[src/vtv_pkg.sv]
package vtv_pkg;

    localparam int VIEW_WIDTH  = 640;
    localparam int VIEW_HEIGHT = 480;
    localparam int NUM_PAIRS   = 8;
    localparam int CFG_IDX_W   = 4;
    localparam int FRAC_BITS   = 16;
    localparam int DVD_W       = 48;            // |c| << 16
    localparam int QUO_W       = DVD_W + 1;     // signed quotient
    localparam int LATENCY     = DVD_W + 4;     // lane 2, divider 1 + 48, merge 1

    localparam logic [63:0] PAIR_RESET [NUM_PAIRS] = '{
        64'd65536, 64'd0, 64'd281474976710656, 64'd0,
        64'd0, 64'd65536, 64'd0, 64'd281474976710656
    };

    typedef struct packed {
        logic signed [31:0] vertex_x;
        logic signed [31:0] vertex_y;
        logic signed [31:0] vertex_z;
        logic signed [31:0] vertex_w;
    } vertex_t;

    typedef struct packed {
        logic signed [31:0] screen_x;
        logic signed [31:0] screen_y;
        logic signed [31:0] depth;
        logic               divide_fault;
    } result_t;

    function automatic logic signed [31:0] sat32(input logic signed [63:0] v);
        logic signed [31:0] r;
        if (v > 64'sd2147483647)
            r = 32'sh7fffffff;
        else if (v < -64'sd2147483648)
            r = 32'sh80000000;
        else
            r = v[31:0];
        return r;
    endfunction

endpackage

[src/vtv_merge.sv]
// Viewport mapping of the three lane quotients, fault forcing, output register.
module vtv_merge (
    input  logic                             clk,
    input  logic signed [vtv_pkg::QUO_W-1:0] nx,
    input  logic signed [vtv_pkg::QUO_W-1:0] ny,
    input  logic signed [vtv_pkg::QUO_W-1:0] nz,
    input  logic                             fault,
    output vtv_pkg::result_t                 result
);
    import vtv_pkg::*;

    result_t            result_reg;
    logic signed [63:0] tx;
    logic signed [63:0] ty;
    logic signed [63:0] hx;
    logic signed [63:0] hy;

    always_comb
    begin
        tx = (64'(nx) + 64'sd65536) * 64'(VIEW_WIDTH);
        ty = (64'sd65536 - 64'(ny)) * 64'(VIEW_HEIGHT);
        hx = (tx + (tx[63] ? 64'sd1 : 64'sd0)) >>> 1;
        hy = (ty + (ty[63] ? 64'sd1 : 64'sd0)) >>> 1;
    end

    always_ff @(posedge clk)
    begin
        if (fault)
        begin
            result_reg <= '{screen_x: '0, screen_y: '0, depth: '0, divide_fault: 1'b1};
        end
        else
        begin
            result_reg.screen_x     <= sat32(hx);
            result_reg.screen_y     <= sat32(hy);
            result_reg.depth        <= sat32(64'(nz));
            result_reg.divide_fault <= 1'b0;
        end
    end

    assign result = result_reg;

endmodule

[config.mk]
export PLATFORM = sky130hd
export DESIGN_NAME = vtv_merge
export DESIGN_NICKNAME = d
export VERILOG_FILES = /design/src/vtv_pkg.sv /design/src/vtv_merge.sv
export SDC_FILE = /design/constraint.sdc
export NUM_CORES = 1
export LEC_CHECK = 0
export ABC_AREA = 0
export BUFFER_PORTS_ARGS = -buffer_cell sky130_fd_sc_hd__buf_2
export CAP_MARGIN = 15
export CORE_MARGIN = 4
export CORE_UTILIZATION = 25
export DETAILED_ROUTE_END_ITERATION = 10
export PLACE_DENSITY = 0.49
export SYNTH_ARGS = -nofsm -noshare
export SYNTH_HDL_FRONTEND = slang
export SYNTH_SLANG_ARGS = --single-unit
[constraint.sdc]
create_clock -name clk -period 12.27 [get_ports clk]
set_input_delay 1.227 -clock clk [delete_from_list [all_inputs] [get_ports clk]]
set_output_delay 1.227 -clock clk [all_outputs]
set_load 0.03 [all_outputs]
==> reports/qor.yml <==
status: "complete, no violations"
crit_slowest_cell: "or4_1"
cap_violations: 0
drive_above_1_share: 0.1598
slew_headroom: 0.4231
dr.first_iter.drc_count: 669
p_leak_nw: 7.881
grt_overflow: 0
yosysUniqueCellTypes: 88
post_cts_buffers: 0
drv_slew: 0
place_hpwl_mm: 37.32
die_area_um2: 63560
placed_cell_area_um2: 16810
grt_usage: 0.1313
min_period_ps: 9351
core_area_um2: 59020
die_x_um: 252.1
cts_made_buffers: 9
synth-edff-count: 0
worst-endpoint-arrival_ps: 9570
die_h_um: 252.1
min_period_over_period: 0.7621
fin_tns_setup_ps: 0
worst_ep_required_time_ps: 12490
grt_pass1_wl_mm: 69.98
hold_viol: 0
synth_ff_type: "dfxtp_1"
p_int_w: 0.001244
ios: 246
ys_seq_area_frac: 0.1196
routabilityCongestion: 0.8625
initial_core_util: 0.2524
setup_viol: 0
cts_tree: "done"
timing.fmax_mhz: 106.9
htreeDepth: 3
antenna_found_initial: 11
clock_sinks: 89
synthCells: 1881
num_vias: 13702
criticalPathCategory: "in -> reg"
dp_cells: 2839
fin_cells: 2860
worst_pin_slew_ps: 864.5
synth_seq_cells: 89
cts-root-buf: "clkbuf_16"
post-route-util: 0.2908
wl_per_cell_um: 14.98
grt_max_degree: 33
async_reset_ff_frac: 0
max-vdd-ir-drop_v: 0.00008680
final_area_um2: 17170
port_buffers: 245
sw_frac_of_total: 0.5296
slowest_delay_ps: 630
syn_area_per_cell_um2: 7.920
yosysWarnings: 0
clockBufferDepth: 2
largest_reg_flops: 89
rsz0062_at_grt: "no"
num_rows: 89
drt_wl_total_mm: 42.85
drc_errors: 0
nets: 2527
seqPwrFrac: 0.143
cts_resized: 0
holdBufCountCts: 0
grt_pass1_vias: 13789
cp-start-kind: "primary input"
hp-class: "in -> reg"
crit_fanout: 28
firstDrtPassIters: 5
clock_power_share: 0.112
switchingPower_w: 0.001400
syn_area_um2: 14900
path_clk_slew_ps: 70
power_density_nw_per_um2: 154.0
pwr-share-comb: 0.745
syn2layout_area_growth_pct: 15.23
drtAntennaViolNets: 0
end_kind: "register"
syn_nets: 2329
avgViaCountPerCell: 4.791
cell usage after synthesis (6+ instances only):
| library cell | instances | area [um^2] |
|---|---|---|
| ha_1 | 226 | 2828 |
| inv_1 | 221 | 829.6 |
| a21oi_1 | 148 | 740.7 |
| nand2_1 | 147 | 551.8 |
| xnor2_1 | 145 | 1270 |
| nor2_1 | 106 | 397.9 |
| dfxtp_1 | 89 | 1782 |
| o21ai_0 | 89 | 445.4 |
| fa_1 | 73 | 1461 |
| xor2_1 | 73 | 639.4 |
| o21a_1 | 51 | 382.9 |
| nand4_1 | 50 | 312.8 |
| nand3_1 | 48 | 240.2 |
| clkbuf_1 | 45 | 168.9 |
| nor3_1 | 38 | 190.2 |
| o21bai_1 | 32 | 240.2 |
| a21o_1 | 22 | 165.2 |
| nor4_1 | 21 | 131.4 |
| o21ai_2 | 21 | 183.9 |
| or4_1 | 14 | 105.1 |
| o211ai_1 | 12 | 90.09 |
| a31oi_1 | 11 | 68.82 |
| a211oi_1 | 10 | 75.07 |
| and3_1 | 10 | 62.56 |
| nor2b_1 | 10 | 62.56 |
| and4_1 | 9 | 78.83 |
| buf_4 | 9 | 67.56 |
| nand2b_1 | 9 | 56.30 |
| or2_2 | 9 | 56.30 |
| or3_1 | 8 | 50.05 |
| and2_1 | 7 | 43.79 |
| o21ai_1 | 7 | 35.03 |
| buf_2 | 6 | 30.03 |
| o31ai_1 | 6 | 45.04 |
cells by family (layout without fill, tap and decap cells):
| family | Yosys count | count (layout) | share of synthesized area |
|---|---|---|---|
| AOI/OAI and AO/OA | 465 | 465 | 0.2064 |
| xor gates and xnor gates | 219 | 219 | 0.1293 |
| adders and majority gates | 299 | 299 | 0.2879 |
| buffers and inverters | 288 | 491 | 0.07786 |
| DFF | 89 | 89 | 0.1196 |
| muxes | 5 | 5 | 0.003444 |
| other | 0 | 3 | 0 |
| and+or+nand+nor | 516 | 516 | 0.1755 |
path summary, 6_finish.rpt:
path,from,end,slack [ps],depth (start not counted)
max,ny[11],result[44],2920,31
min,nz[25],result[26],1070,2
critical path, delay by kind of cell:
family,cells,cell delay (ps)
compound gates,5,1260
xor+xnor,1,220
fa+ha+maj,4,1680
buf+inv,4,660
simple gates,17,4510
power by group through the flow:
stage	combinational [W]	sequential [W]	clock, W
finish	0.00197	0.000378	0.000296
CTS	0.00197	0.000382	0.000313
global route	0.00222	0.000382	0.000321
global placement	0.00196	0.000387	0
floorplan	0.00138	0.000487	0
detailed placement	0.00196	0.000388	0
stage by stage:
stage,power (W),setup WS (ps),hold WS (ps)
2_1_floorplan,0.001869,3484,1255
3_5_place_dp,0.002351,2547,1439
5_1_grt,0.002918,2181,1056
4_1_cts,0.002669,2936,1045
3_3_place_gp,0.002351,2752,1435
6_report,0.002644,2919,1075
layout by cell type, fill, tap and decap left out, types with 89 or more instances in the layout:
cell type  Yosys  final
ha_1         226    226
a21oi_1      148    147
xnor2_1      145    145
dfxtp_1       89     89
nand2_1      147    147
nor2_1       106    104
inv_1        221    221
buf_2          6    245
o21ai_0       89     89
metal layers:
layer  vias up  part of all wire  routed length, um  track usage
met5         -            0.0011                 47            0
li1       6954                 -                  -            -
met2       314              0.46              19680       0.2213
met1      6380              0.47              20260       0.1777
met4         8             0.016                675      0.02979
met3        46             0.051               2189      0.02048
cell type report:
| cell class | instances | area, um^2 |
|---|---|---|
| Fill cell | 6451 | 41850 |
| Multi-Input combinational cell | 1504 | 11960 |
| Sequential cell | 89 | 1782 |
| Timing Repair Buffer | 252 | 1290 |
| Tap cell | 773 | 967.2 |
| Inverter | 223 | 837.1 |
| Clock buffer | 10 | 239.0 |
| Clock inverter | 6 | 78.83 |
| Antenna cell | 3 | 7.507 |
(Power assumes the default switching activity.)
